$ cat config.mk
export PLATFORM = sky130hd
export DESIGN_NAME = dedup_fifo_queue
export DESIGN_NICKNAME = d
export VERILOG_FILES = /design/src/dfq_pkg.sv /design/src/dedup_fifo_queue.sv /design/src/dfq_cell.sv /design/src/dfq_row.sv
export SDC_FILE = /design/constraint.sdc
export NUM_CORES = 1
export LEC_CHECK = 0
export BUFFER_PORTS_ARGS = -buffer_cell sky130_fd_sc_hd__buf_2
export CORE_MARGIN = 5
export CORE_UTILIZATION = 40
export DETAILED_ROUTE_END_ITERATION = 10
export GPL_ROUTABILITY_DRIVEN = 0
export PLACE_DENSITY = 0.53
export SLEW_MARGIN = 25
export SYNTH_ARGS = -nofsm -noshare
export SYNTH_HDL_FRONTEND = slang
export SYNTH_SLANG_ARGS = --single-unit
$ cat constraint.sdc
create_clock -name clk -period 6 [get_ports clk]
set_input_delay 0.3 -clock clk [delete_from_list [all_inputs] [get_ports clk]]
set_output_delay 0.3 -clock clk [all_outputs]
set_load 0.05 [all_outputs]
$ cat src/dfq_pkg.sv
package dfq_pkg;

  localparam int KEY_WIDTH         = 32;
  localparam int QUEUE_DEPTH_DEF   = 16;
  localparam int OCC_W             = 5;
  localparam int STATUS_W          = 2;

  // operation codes
  localparam logic OP_PUSH = 1'b0;
  localparam logic OP_POP  = 1'b1;

  // status codes
  localparam logic [STATUS_W-1:0] ST_DONE  = 2'd0;
  localparam logic [STATUS_W-1:0] ST_DUP   = 2'd1;
  localparam logic [STATUS_W-1:0] ST_FULL  = 2'd2;
  localparam logic [STATUS_W-1:0] ST_EMPTY = 2'd3;

  typedef struct packed {
    logic                 kind;
    logic [KEY_WIDTH-1:0] key;
  } dfq_in_t;

  typedef struct packed {
    logic [STATUS_W-1:0]  status;
    logic                 head_valid;
    logic [KEY_WIDTH-1:0] head_key;
    logic [OCC_W-1:0]     occupancy;
  } dfq_out_t;

  // broadcast to every cell
  typedef struct packed {
    logic                 push;
    logic                 pop;
    logic [KEY_WIDTH-1:0] key;
  } dfq_cell_ctrl_t;

  // row summary back to the control
  typedef struct packed {
    logic                 dup;
    logic                 full;
    logic                 head_valid;
    logic [KEY_WIDTH-1:0] head_key;
    logic                 second_valid;
    logic [KEY_WIDTH-1:0] second_key;
  } dfq_row_stat_t;

endpackage

$ cat src/dedup_fifo_queue.sv
// dedup_fifo_queue: a result is registered into the output register, or into the skid
// slot while a result waits there; one operation per cycle while in_stall is low, set by
// the cell row (parallel compare in every cell, shift toward the head on pop)
// a two-slot output (register plus skid) keeps input open while one result waits
// rst_n synchronous active low: queue empty, output slots empty; stored keys not cleared
module dedup_fifo_queue
  import dfq_pkg::*;
#(
  parameter int QUEUE_DEPTH = QUEUE_DEPTH_DEF
) (
  input  logic     clk,
  input  logic     rst_n,
  input  logic     in_valid,
  output logic     in_stall,
  input  dfq_in_t  in_data,
  output logic     out_valid,
  input  logic     out_stall,
  output dfq_out_t out_data
);

  localparam int CNT_W = $clog2(QUEUE_DEPTH + 1);

  // entry count, only needed for occupancy reporting
  logic [CNT_W-1:0] count_r, count_nxt;

  // output register and skid slot
  logic     out_valid_r, out_valid_nxt;
  logic     skid_valid_r, skid_valid_nxt;
  dfq_out_t out_r, out_nxt;
  dfq_out_t skid_r, skid_nxt;

  logic           in_xfer;
  logic           out_xfer;
  logic           do_push;
  logic           do_pop;
  logic [STATUS_W-1:0] status;
  logic           head_valid_nxt;
  logic [KEY_WIDTH-1:0] head_key_nxt;
  logic [CNT_W+OCC_W-1:0] count_ext;
  dfq_out_t       result;
  dfq_cell_ctrl_t ctrl;
  dfq_row_stat_t  stat;

  // input held off only when both output slots are taken
  assign in_stall = skid_valid_r;
  assign in_xfer  = in_valid && !skid_valid_r;
  assign out_xfer = out_valid_r && !out_stall;

  // operation decode; duplicate check wins over full
  always_comb begin
    status  = ST_DONE;
    do_push = 1'b0;
    do_pop  = 1'b0;
    if (in_data.kind == OP_PUSH) begin
      if (stat.dup) begin
        status = ST_DUP;
      end else if (stat.full) begin
        status = ST_FULL;
      end else begin
        do_push = in_xfer;
      end
    end else begin
      if (!stat.head_valid) begin
        status = ST_EMPTY;
      end else begin
        do_pop = in_xfer;
      end
    end
  end

  assign ctrl.push = do_push;
  assign ctrl.pop  = do_pop;
  assign ctrl.key  = in_data.key;

  dfq_row #(
    .QUEUE_DEPTH (QUEUE_DEPTH)
  ) u_row (
    .clk   (clk),
    .rst_n (rst_n),
    .ctrl  (ctrl),
    .stat  (stat)
  );

  // head as it stands after this operation
  always_comb begin
    if (do_push) begin
      head_valid_nxt = 1'b1;
      head_key_nxt   = stat.head_valid ? stat.head_key : in_data.key;
    end else if (do_pop) begin
      head_valid_nxt = stat.second_valid;
      head_key_nxt   = stat.second_valid ? stat.second_key : '0;
    end else begin
      head_valid_nxt = stat.head_valid;
      head_key_nxt   = stat.head_valid ? stat.head_key : '0;
    end
  end

  always_comb begin
    count_nxt = count_r;
    if (do_push) begin
      count_nxt = count_r + CNT_W'(1);
    end else if (do_pop) begin
      count_nxt = count_r - CNT_W'(1);
    end
  end

  // occupancy field is the low bits of the count
  assign count_ext = {{OCC_W{1'b0}}, count_nxt};

  assign result.status     = status;
  assign result.head_valid = head_valid_nxt;
  assign result.head_key   = head_key_nxt;
  assign result.occupancy  = count_ext[OCC_W-1:0];

  // output register with skid slot behind it
  always_comb begin
    out_valid_nxt  = out_valid_r;
    skid_valid_nxt = skid_valid_r;
    out_nxt        = out_r;
    skid_nxt       = skid_r;
    if (skid_valid_r) begin
      if (out_xfer) begin
        out_nxt        = skid_r;
        skid_valid_nxt = 1'b0;
      end
    end else if (in_xfer) begin
      if (!out_valid_r || out_xfer) begin
        out_nxt       = result;
        out_valid_nxt = 1'b1;
      end else begin
        skid_nxt       = result;
        skid_valid_nxt = 1'b1;
      end
    end else if (out_xfer) begin
      out_valid_nxt = 1'b0;
    end
  end

  always_ff @(posedge clk) begin
    if (!rst_n) begin
      count_r      <= '0;
      out_valid_r  <= 1'b0;
      skid_valid_r <= 1'b0;
    end else begin
      count_r      <= count_nxt;
      out_valid_r  <= out_valid_nxt;
      skid_valid_r <= skid_valid_nxt;
    end
  end

  // payload slots carry no reset
  always_ff @(posedge clk) begin
    out_r  <= out_nxt;
    skid_r <= skid_nxt;
  end

  assign out_valid = out_valid_r;
  assign out_data  = out_r;

`ifndef SYNTH
  // skid slot only fills behind a waiting result
  a_skid_order: assert property (@(posedge clk) disable iff (!rst_n)
    skid_valid_r |-> out_valid_r)
    else $error("dedup_fifo_queue: skid holds data with output empty");

  a_count_bound: assert property (@(posedge clk) disable iff (!rst_n)
    count_r <= CNT_W'(QUEUE_DEPTH))
    else $error("dedup_fifo_queue: count beyond depth");

  // count and head flag of the cell row agree
  a_count_head: assert property (@(posedge clk) disable iff (!rst_n)
    (count_r == '0) == !stat.head_valid)
    else $error("dedup_fifo_queue: count disagrees with cell row");

  a_push_count: assert property (@(posedge clk) disable iff (!rst_n)
    do_push |=> count_r == $past(count_r) + CNT_W'(1))
    else $error("dedup_fifo_queue: accepted push did not raise count");
`endif

endmodule

$ cat src/dfq_cell.sv
module dfq_cell
  import dfq_pkg::*;
(
  input  logic                 clk,
  input  logic                 rst_n,
  input  dfq_cell_ctrl_t       ctrl,
  input  logic                 prev_valid,
  input  logic                 next_valid,
  input  logic [KEY_WIDTH-1:0] next_key,
  output logic                 valid,
  output logic [KEY_WIDTH-1:0] key,
  output logic                 match
);

  logic                 valid_r, valid_nxt;
  logic [KEY_WIDTH-1:0] key_r, key_nxt;
  logic                 load;

  // first empty cell takes the pushed key
  assign load = ctrl.push && prev_valid && !valid_r;

  always_comb begin
    valid_nxt = valid_r;
    key_nxt   = key_r;
    if (ctrl.pop) begin
      valid_nxt = next_valid;
      key_nxt   = next_key;
    end else if (load) begin
      valid_nxt = 1'b1;
      key_nxt   = ctrl.key;
    end
  end

  always_ff @(posedge clk) begin
    if (!rst_n) begin
      valid_r <= 1'b0;
    end else begin
      valid_r <= valid_nxt;
    end
  end

  always_ff @(posedge clk) begin
    key_r <= key_nxt;
  end

  assign valid = valid_r;
  assign key   = key_r;
  assign match = valid_r && (key_r == ctrl.key);

endmodule

$ cat src/dfq_row.sv
module dfq_row
  import dfq_pkg::*;
#(
  parameter int QUEUE_DEPTH = QUEUE_DEPTH_DEF
) (
  input  logic           clk,
  input  logic           rst_n,
  input  dfq_cell_ctrl_t ctrl,
  output dfq_row_stat_t  stat
);

  logic [QUEUE_DEPTH-1:0] valid_vec;
  logic [QUEUE_DEPTH-1:0] match_vec;
  logic [KEY_WIDTH-1:0]   key_arr [QUEUE_DEPTH];

  for (genvar i = 0; i < QUEUE_DEPTH; i++) begin : g_cell
    logic                 prev_v;
    logic                 next_v;
    logic [KEY_WIDTH-1:0] next_k;

    if (i == 0) begin : g_first
      assign prev_v = 1'b1;
    end else begin : g_mid
      assign prev_v = valid_vec[i-1];
    end

    if (i == QUEUE_DEPTH - 1) begin : g_last
      assign next_v = 1'b0;
      assign next_k = '0;
    end else begin : g_inner
      assign next_v = valid_vec[i+1];
      assign next_k = key_arr[i+1];
    end

    dfq_cell u_cell (
      .clk        (clk),
      .rst_n      (rst_n),
      .ctrl       (ctrl),
      .prev_valid (prev_v),
      .next_valid (next_v),
      .next_key   (next_k),
      .valid      (valid_vec[i]),
      .key        (key_arr[i]),
      .match      (match_vec[i])
    );
  end

  assign stat.dup          = |match_vec;
  assign stat.full         = valid_vec[QUEUE_DEPTH-1];
  assign stat.head_valid   = valid_vec[0];
  assign stat.head_key     = key_arr[0];
  assign stat.second_valid = valid_vec[1];
  assign stat.second_key   = key_arr[1];

`ifndef SYNTH
  // occupied cells always form an unbroken run from the head
  a_contiguous: assert property (@(posedge clk) disable iff (!rst_n)
    ((valid_vec >> 1) & ~valid_vec) == '0)
    else $error("dfq_row: gap in occupied cells");

  a_push_grows: assert property (@(posedge clk) disable iff (!rst_n)
    ctrl.push && !ctrl.pop && !valid_vec[QUEUE_DEPTH-1] |=>
      $countones(valid_vec) == $past($countones(valid_vec)) + 1)
    else $error("dfq_row: push did not add one entry");

  a_pop_shrinks: assert property (@(posedge clk) disable iff (!rst_n)
    ctrl.pop && valid_vec[0] |=>
      $countones(valid_vec) + 1 == $past($countones(valid_vec)))
    else $error("dfq_row: pop did not remove one entry");
`endif

endmodule

== Word level (Yosys, flattened, before mapping) ==
Cells that the tools add are included.

* Bitwise gates (word level): 3
* Equality and inequality tests: 18
* Reduce and logical (&&, ||, !) cells: 92
* $add $sub $neg: 2
* Muxes and demuxes: 89

{| class="wikitable"
|+ Operator list
! cell !! number
|-
| 32-bit two-way mux || 35
|-
| 32-bit == test || 16
|-
| 40-bit two-way mux || 4
|-
| 1-bit logical AND || 49
|-
| 1-bit two-way mux || 44
|-
| 2-bit nonzero test || 18
|-
| 1-bit logical NOT || 19
|-
| 16-bit OR reduction || 1
|-
| 5-bit two-way mux || 2
|-
| 3-bit AND reduction || 3
|-
| 2-bit two-way mux || 4
|-
| 5-bit by 1-bit adder with 5-bit output, second input constant || 1
|-
| 5-bit by 1-bit subtractor with 5-bit output, second input constant || 1
|-
| 2-bit by 1-bit inequality test with 1-bit output, second input constant || 2
|-
| 1-bit NOT || 3
|-
| 2-bit OR reduction || 1
|-
| 1-bit logical OR || 1
|}

* Output and inout port bits: 42
* Logic and storage cells: 247
* Register bits: 615

== Logic depth before layout (Yosys ltp) ==
Gate-level depths: netlist of run 1.

* Word-level depth: 9
* Mapped depth: 12

== Hierarchy ==
Synthesis of run 1 repeated with hierarchy kept, for this count alone.

* Cell total of the unflattened synthesis: 2,194
* Area, all modules: 32,125.8 um2

{| class="wikitable"
|+ By module, submodules not included
! module !! sequential area each (um2) !! instances !! cells an instance !! area each (um2)
|-
| dfq_cell || 980.9 || 16 || 117 || 1,747.9
|-
| dedup_fifo_queue || 2,542.4 || 1 || 312 || 4,097.7
|-
| dfq_row || 0.0 || 1 || 10 || 61.3
|}

== Least setup slack after synthesis of run 1 ==
OpenSTA, ideal clock, no wires.

* Path kind: input to register
* Start: in in_data[23] (netlist bit)
* End: reg u_row.g_cell[11].u_cell.key_r[0], enable pin
* Cell stages on the path: 11
* Slack: 1.041 ns
* Buffers on the path: 3
* Setup time: 0.470 ns
* Data arrival time: 4.490 ns
* Path through: buf_4 -> buf_8 -> xor2_1 -> nor4_1 -> nand3_1 -> nor3_1 -> or4_4 -> nor3_4 -> buf_4 -> nand2_1 -> o31ai_1

* Longest elaborated chain between the ends: 8
* Elaborated cells on any way between the ends: 38
* Those cells by class: eq/ne (16); mux (2); reduce/logical (20)

{| class="wikitable"
|+ RTL lines
! item !! line !! text
|-
| start, declared || dedup_fifo_queue.sv:15 || <nowiki>input dfq_in_t in_data,</nowiki>
|-
| 32-bit == test || dfq_cell.sv:48 || <nowiki>assign match = valid_r && (key_r == ctrl.key);</nowiki>
|-
| 1-bit logical AND || dfq_cell.sv:48 ||
|-
| 16-bit OR reduction * || dfq_row.sv:48 || <nowiki>assign stat.dup = |match_vec;</nowiki>
|-
| 1-bit two-way mux * || dedup_fifo_queue.sv:55 || <nowiki>if (stat.dup) begin</nowiki>
|-
| 1-bit two-way mux * || dedup_fifo_queue.sv:54 || <nowiki>if (in_data.kind == OP_PUSH) begin</nowiki>
|-
| 1-bit logical AND * (2 in a row) || dfq_cell.sv:20 || <nowiki>assign load = ctrl.push && prev_valid && !valid_r;</nowiki>
|-
| 2-bit nonzero test (no source line) * || - ||
|-
| end signal, assigned || dfq_cell.sv:43 || <nowiki>key_r <= key_nxt;</nowiki>
|-
| end, declared || dfq_cell.sv:16 || <nowiki>logic [KEY_WIDTH-1:0] key_r, key_nxt;</nowiki>
|}

Every way passes the cells marked *; elsewhere a longest branch is shown, timed or not.
A chain may end at the register's enable or synchronous reset.

==> impl_metrics.toml, run 1 <==
[power_and_ir_drop]
share_of_power_burned_in_the_clock_network_pct = 40.2
static-leakage-power_nw = 13.35
power_density_nw_per_um2 = 300.9
internal-power_mw = 7.756
share_comb_of_total_power_pct = 12.5
netSwitchingFraction_pct = 27.74
ir_drop_v = 0.0001954
power.net_switching_mw = 2.978
power.share.sequential_pct = 47.3

[sta]
worst_tran_pin_value_ps = 1137
finalWorstSetupSlack_ps = 1923
setup_viol = 0
final-hold-violation-count = 0
min_period_over_period_pct = 67.95
totalNegativeSetupSlack_ps = 0
fin_worst_skew_ps = 29.25
hold_ws_ps = 36.18
maxClockFrequency_mhz = 245.3
setup_repair_after_global_routing_missed_its_margin = "no"
slew_viol_final = 0
post_layout_min_period_ps = 4077
max-slew-margin-rel_pct = 24.22

[logic_synthesis]
synth_sequential_area_ratio_pct = 55.78
syn-num-nets = 3061
synthCells = 3022
yosys_most_used_dff = "sky130_fd_sc_hd__edfxtp_1"
synthesis.yosys.warnings = 0
average_footprint_of_a_synthesized_cell_um2 = 10.63
synth_area_um2 = 32120
synth_enable_flop_cells = 560
synthArstFlopShare_pct = 0
postSynthRegisterBits = 615
yosys.cell_types.count = 57

[cts]
cts-buffers-inserted = 71
postCtsSetupRepairBufs = 0
numClockSinks = 615
cts_tree = "built"
clk_transition_reported_paths_ps = 60
htree_levels = 3
cts-root-to-sink-buffers = 3
clk-insertion-delay-late_ps = 640
cts_root_buf = "sky130_fd_sc_hd__clkbuf_16"

[drt]
postRouteAntennaNets = 0
drt-pass1-iter-count = 7
detail_route.wirelength_mm = 119.4
vias_per_cell = 5.792
detailroute.via_count = 24026
first_iter_violations = 2885
wl_per_cell_um = 28.80
drc = 0

[cells_and_area]
antenna_cells = 0
layout_common_cells = "sky130_fd_sc_hd__nand2_1, sky130_fd_sc_hd__edfxtp_1, sky130_fd_sc_hd__xor2_1"
layout-drive-gt1-share_pct = 9.650
layout_nets = 3068
layout-area-overhead-vs-synth_pct = 11.09
layout_commonest_cell = "sky130_fd_sc_hd__nand2_1"
final.fill_count = 7589

[critical_path]
worstPathArrival_ps = 4440
timing.reg2reg.worst_path_depth = 9
critPathMaxStageDelay_ps = 580
critPathCaptureType = "register"
cp-start-kind = "register"
setup_crit_path_kind = "reg -> reg"
critPathMaxFanout = 65
ff2ff_setup_slack_ps = 1920
worstPathCellList = "xor2_1 -> nor4_1 -> nand4_1 -> nor3_1 -> or4_4 -> or3_4 -> nor2_4 -> buf_4 -> a221oi_1"
critPathSlowestCell = "sky130_fd_sc_hd__a221oi_1"
worstPathRequired_ps = 6360

[global_routing]
grt_max_degree = 172
gr-total-overflow = 0
first_pass_grt_wire_length_mm = 170.7
first_global_vias = 24145
grt_antenna_before_repair = 1
grtUsageTotal_pct = 26.95

[floorplan]
die_h_um = 293.4
die-area_um2 = 86060
initial_utilization_pct = 40.13
die_w_um = 293.4
ioPinCount = 79
placementRows = 104
design.core.area_um2 = 80030

[flow_run]
max-cap-violations = 0

[status]
run_status = "finished clean"

[hold_path]
worst_hold_path_type = "in -> reg"
whs_path_depth = 3

[placement]
dp_slack_ps = 1289
dpl.hpwl_mm = 77.49
placement.io_buffers = 78
[final timing paths]
kind                                                   endpoint                             from
worst max-delay path                               out_data[12]   u_row.g_cell[9].u_cell.key[11]
worst min-delay path                                   in_stall                        out_stall
worst max register to register                     out_data[12]   u_row.g_cell[9].u_cell.key[11]
worst min register to register  u_row.g_cell[15].u_cell.key[21]  u_row.g_cell[15].u_cell.key[21]
[synth_stat cells, types with 5 or more instances]
| master | instances | area share [%] |
|---|---|---|
| sky130_fd_sc_hd__a21oi_1 | 20 | 0.31 |
| sky130_fd_sc_hd__a221oi_1 | 19 | 0.52 |
| sky130_fd_sc_hd__a221oi_2 | 15 | 0.70 |
| sky130_fd_sc_hd__a22oi_1 | 33 | 0.77 |
| sky130_fd_sc_hd__a31oi_1 | 10 | 0.19 |
| sky130_fd_sc_hd__buf_1 | 17 | 0.20 |
| sky130_fd_sc_hd__buf_4 | 33 | 0.77 |
| sky130_fd_sc_hd__buf_6 | 35 | 1.2 |
| sky130_fd_sc_hd__buf_8 | 6 | 0.28 |
| sky130_fd_sc_hd__clkbuf_1 | 109 | 1.3 |
| sky130_fd_sc_hd__dfxtp_1 | 55 | 3.4 |
| sky130_fd_sc_hd__edfxtp_1 | 560 | 52 |
| sky130_fd_sc_hd__inv_1 | 45 | 0.53 |
| sky130_fd_sc_hd__mux2i_1 | 98 | 3.1 |
| sky130_fd_sc_hd__nand2_1 | 1048 | 12 |
| sky130_fd_sc_hd__nand2b_1 | 5 | 0.097 |
| sky130_fd_sc_hd__nand3_1 | 44 | 0.69 |
| sky130_fd_sc_hd__nand4_1 | 53 | 1.0 |
| sky130_fd_sc_hd__nand4b_1 | 5 | 0.14 |
| sky130_fd_sc_hd__nor2_1 | 24 | 0.28 |
| sky130_fd_sc_hd__nor2b_1 | 8 | 0.16 |
| sky130_fd_sc_hd__nor3_1 | 34 | 0.53 |
| sky130_fd_sc_hd__nor4_1 | 112 | 2.2 |
| sky130_fd_sc_hd__o211a_1 | 32 | 1.0 |
| sky130_fd_sc_hd__o21ai_0 | 28 | 0.44 |
| sky130_fd_sc_hd__o31ai_1 | 7 | 0.16 |
| sky130_fd_sc_hd__or4_1 | 5 | 0.12 |
| sky130_fd_sc_hd__xnor2_1 | 102 | 2.8 |
| sky130_fd_sc_hd__xor2_1 | 409 | 11 |
[metrics by stage]
step | utilization [%] | instance area [um2] | power [mW] | std cells
global route | 44.58 | 35680 | 11.04 | 4148
floorplan | - | 32120 | 5.986 | 3022
global placement | 41.49 | 33210 | 6.457 | 4009
finish | 44.58 | 35680 | 10.73 | 4148
CTS | 44.50 | 35610 | 10.75 | 4146
detailed placement | 41.66 | 33340 | 6.476 | 4013
[area by class of cell]
type                            count  area, um2  share of cell area, %
Sequential cell                   615      17920                  50.22
Multi-Input combinational cell   2157      12990                  36.40
Clock inverter                     30      272.8                 0.7645
Timing Repair Buffer              139       1008                  2.826
Clock buffer                      102       1994                  5.590
Inverter                           45      168.9                 0.4734
Tap cell                         1060       1326                  3.717
[routing by layer]
metal	vias to the layer above	track usage, %	routed length [um]
met5	-	0	13
met4	2	11.95	5888
met3	295	4.203	8532
met2	1187	44.81	56900
met1	12118	35.05	48120
li1	10424	-	-
[power by group through the flow]
stage	sequential, mW	combinational (mW)	clock, mW
6_report	5.08	1.34	4.31
5_1_grt	5.09	1.42	4.54
4_1_cts	5.07	1.32	4.36
3_5_place_dp	5.16	1.32	0
3_3_place_gp	5.16	1.30	0
2_1_floorplan	5.22	0.770	0
[logic make-up (layout without fill, tap and decap cells)]
family	Yosys count	in the layout	share of synthesized area [%]
xor+xnor	511	511	13.93
buf+inv	250	316	4.449
simple gates	1366	1366	18.20
fa+ha+maj	2	2	0.07790
compound gates	180	180	4.499
mux	98	98	3.054
flops	615	615	55.78
[critical path, delay by kind of cell (launching register included)]
kind                   cells  cell delay (ps)
buffers and inverters      1              410
flip-flops                 1              490
AO/OA/AOI/OAI              1              580
XOR/XNOR                   1              190
AND/OR/NAND/NOR            6             2050
[sequential cells by signal, indices dropped and copies added (netlist names)]
| signal | count |
|---|---|
| count_r | 5 |
| in_stall | 1 |
| out_data | 40 |
| out_valid | 1 |
| skid_r | 40 |
| u_row.g_cell.u_cell.key | 512 |
| u_row.g_cell.u_cell.valid | 16 |
[timing repair]
item / in CTS / in global routing
hold buffers: 1 / 0
endpoints found under the hold margin: 1 / 0
setup endpoints to repair: 0 / 0
resized for setup: 0 / 0
Power figures use the tool's default switching activity.
==> run 2, diff against run 1 <==
clock period = 4 ns   (was 6 ns; I/O delays follow)
==> impl_metrics.toml, run 2 (same netlist as run 1, synthesis figures left out) <==
[flow_run]
max-cap-violations = 0

[critical_path]
cp-start-kind = "register"
worstSetupPathDepth = 10
critPathMaxStageDelay_ps = 570
worstPathCellList = "xnor2_1 -> nand4_1 -> or4_1 -> nor3_1 -> a41oi_1 -> buf_4 -> nand3_2 -> nor2_4 -> buf_12 -> a221oi_1"
setup_crit_path_kind = "reg -> reg"
worstPathRequired_ps = 4360
cp_top_family = "simple AND/OR/NAND/NOR gates"
critPathCaptureType = "register"
critPathSlowestCell = "sky130_fd_sc_hd__or4_1"
timing.reg2reg.worst_path_depth = 10
worstPathArrival_ps = 3850
critPathMaxFanout = 16
timing.critical_path.buf_inv = 2

[drt]
detail_route.wirelength_mm = 121.2
vias_per_cell = 5.748
drt-pass1-iter-count = 6
postRouteAntennaNets = 0
wl_per_cell_um = 28.63
first_iter_violations = 3101
detailroute.via_count = 24332
drc = 0

[power_and_ir_drop]
netSwitchingFraction_pct = 27.79
internal-power_mw = 11.71
static-leakage-power_nw = 13.91
share_comb_of_total_power_pct = 13.4
power_density_nw_per_um2 = 441.2
power.net_switching_mw = 4.508
power.share.sequential_pct = 46.8
ir_drop_v = 0.0002919
share_of_power_burned_in_the_clock_network_pct = 39.7

[floorplan]
placementRows = 104
die-area_um2 = 86060
initial_utilization_pct = 40.13
die_h_um = 293.4
die_w_um = 293.4
design.core.area_um2 = 80030
ioPinCount = 79

[sta]
setup_repair_after_global_routing_missed_its_margin = "no"
fin_worst_skew_ps = 25.87
slew_viol_final = 0
hold_ws_ps = 93.64
finalWorstSetupSlack_ps = 510.0
maxClockFrequency_mhz = 286.5
min_period_over_period_pct = 87.25
post_layout_min_period_ps = 3490
worst_tran_pin_value_ps = 1021
totalNegativeSetupSlack_ps = 0
max-slew-margin-rel_pct = 31.69
final-hold-violation-count = 0
setup_viol = 0

[cells_and_area]
largest_register_ff_count = 512
layout-drive-gt1-share_pct = 11.66
layout_commonest_cell = "sky130_fd_sc_hd__nand2_1"
layout-area-overhead-vs-synth_pct = 14.46
layout_nets = 3152
layout_common_cells = "sky130_fd_sc_hd__nand2_1, sky130_fd_sc_hd__edfxtp_1, sky130_fd_sc_hd__xor2_1"

[placement]
dpl.hpwl_mm = 79.03
placement.io_buffers = 78
dp_slack_ps = 224.7

[cts]
cts-root-to-sink-buffers = 3
ctsHoldBuffers = 4
htree_levels = 3
cts_resized = 0
cts-buffers-inserted = 72
cts_root_buf = "sky130_fd_sc_hd__clkbuf_16"
postCtsSetupRepairBufs = 0
numClockSinks = 615
clk_transition_reported_paths_ps = 60
cts_tree = "built"
clk-insertion-delay-late_ps = 630

[global_routing]
grt_max_degree = 262
grtUsageTotal_pct = 27.31
first_global_vias = 24108
gr-total-overflow = 0
grt_antenna_before_repair = 4
first_pass_grt_wire_length_mm = 172.0

[hold_path]
worst_hold_path_type = "in -> reg"
whs_path_depth = 4

[status]
run_status = "finished clean"
[run 2: changes by cell type in the layout (fill, tap and decap cells not counted), moves of 3 or more]
cell                            previous run  this run
sky130_fd_sc_hd__buf_12                    3        47
sky130_fd_sc_hd__buf_16                    6         2
sky130_fd_sc_hd__buf_4                    51        91
sky130_fd_sc_hd__clkbuf_1                 22        17
sky130_fd_sc_hd__clkbuf_8                  8         4
sky130_fd_sc_hd__clkinv_1                  8        16
sky130_fd_sc_hd__dlygate4sd3_1             1         4
sky130_fd_sc_hd__nand2_1                1040      1046
sky130_fd_sc_hd__nand2_2                   8         2
[run 2: power by group through the flow]
stage / logic (mW) / clock network, mW / registers [mW]
after CTS: 2.14 / 6.51 / 7.59
after global routing: 2.29 / 6.78 / 7.62
final: 2.18 / 6.44 / 7.60
after floorplan: 1.16 / 0 / 7.82
after detailed placement: 2.13 / 0 / 7.72
after global placement: 2.11 / 0 / 7.72
[run 2: routing by layer]
metal	share of wire, %	GRT usage [%]
met3	7.9	4.830
met1	40	35.59
met5	0	0
met2	47	44.95
met4	5.1	11.96
[run 2: path summary, 6_finish.rpt]
kind,from,endpoint,slack [ps]
setup / recovery,u_row.g_cell[8].u_cell.key[22],out_data[6],510
hold / removal,in_data[20],u_row.g_cell[15].u_cell.key[20],90
setup reg to reg,u_row.g_cell[8].u_cell.key[22],out_data[6],510
hold reg to reg,u_row.g_cell[15].u_cell.key[5],u_row.g_cell[15].u_cell.key[5],490
[run 2: area by class of cell]
cell class / count / area [um2]
Clock buffer: 93 / 1921
Inverter: 45 / 168.9
Tap cell: 1060 / 1326
Multi-Input combinational cell: 2157 / 12980
Clock inverter: 40 / 336.6
Antenna cell: 1 / 2.502
Sequential cell: 615 / 17920
Fill cell: 7577 / 43270
Timing Repair Buffer: 222 / 2110
[run 2: through the flow]
stage               std cells  instance area, um2  util, %  total power, mW
detailed placement       4093               34400    42.99            9.855
floorplan                3022               32120        -            8.976
global placement         4093               34400    42.99            9.834
CTS                      4230               36700    45.86            16.25
global route             4232               36760    45.93            16.68
finish                   4233               36760    45.94            16.22
[run 2: tightest hold or removal path, cell delays in order]
cell and delay, ps:
sky130_fd_sc_hd__buf_2 110, sky130_fd_sc_hd__buf_12 180, sky130_fd_sc_hd__nand2_1 100, sky130_fd_sc_hd__mux2i_1 70
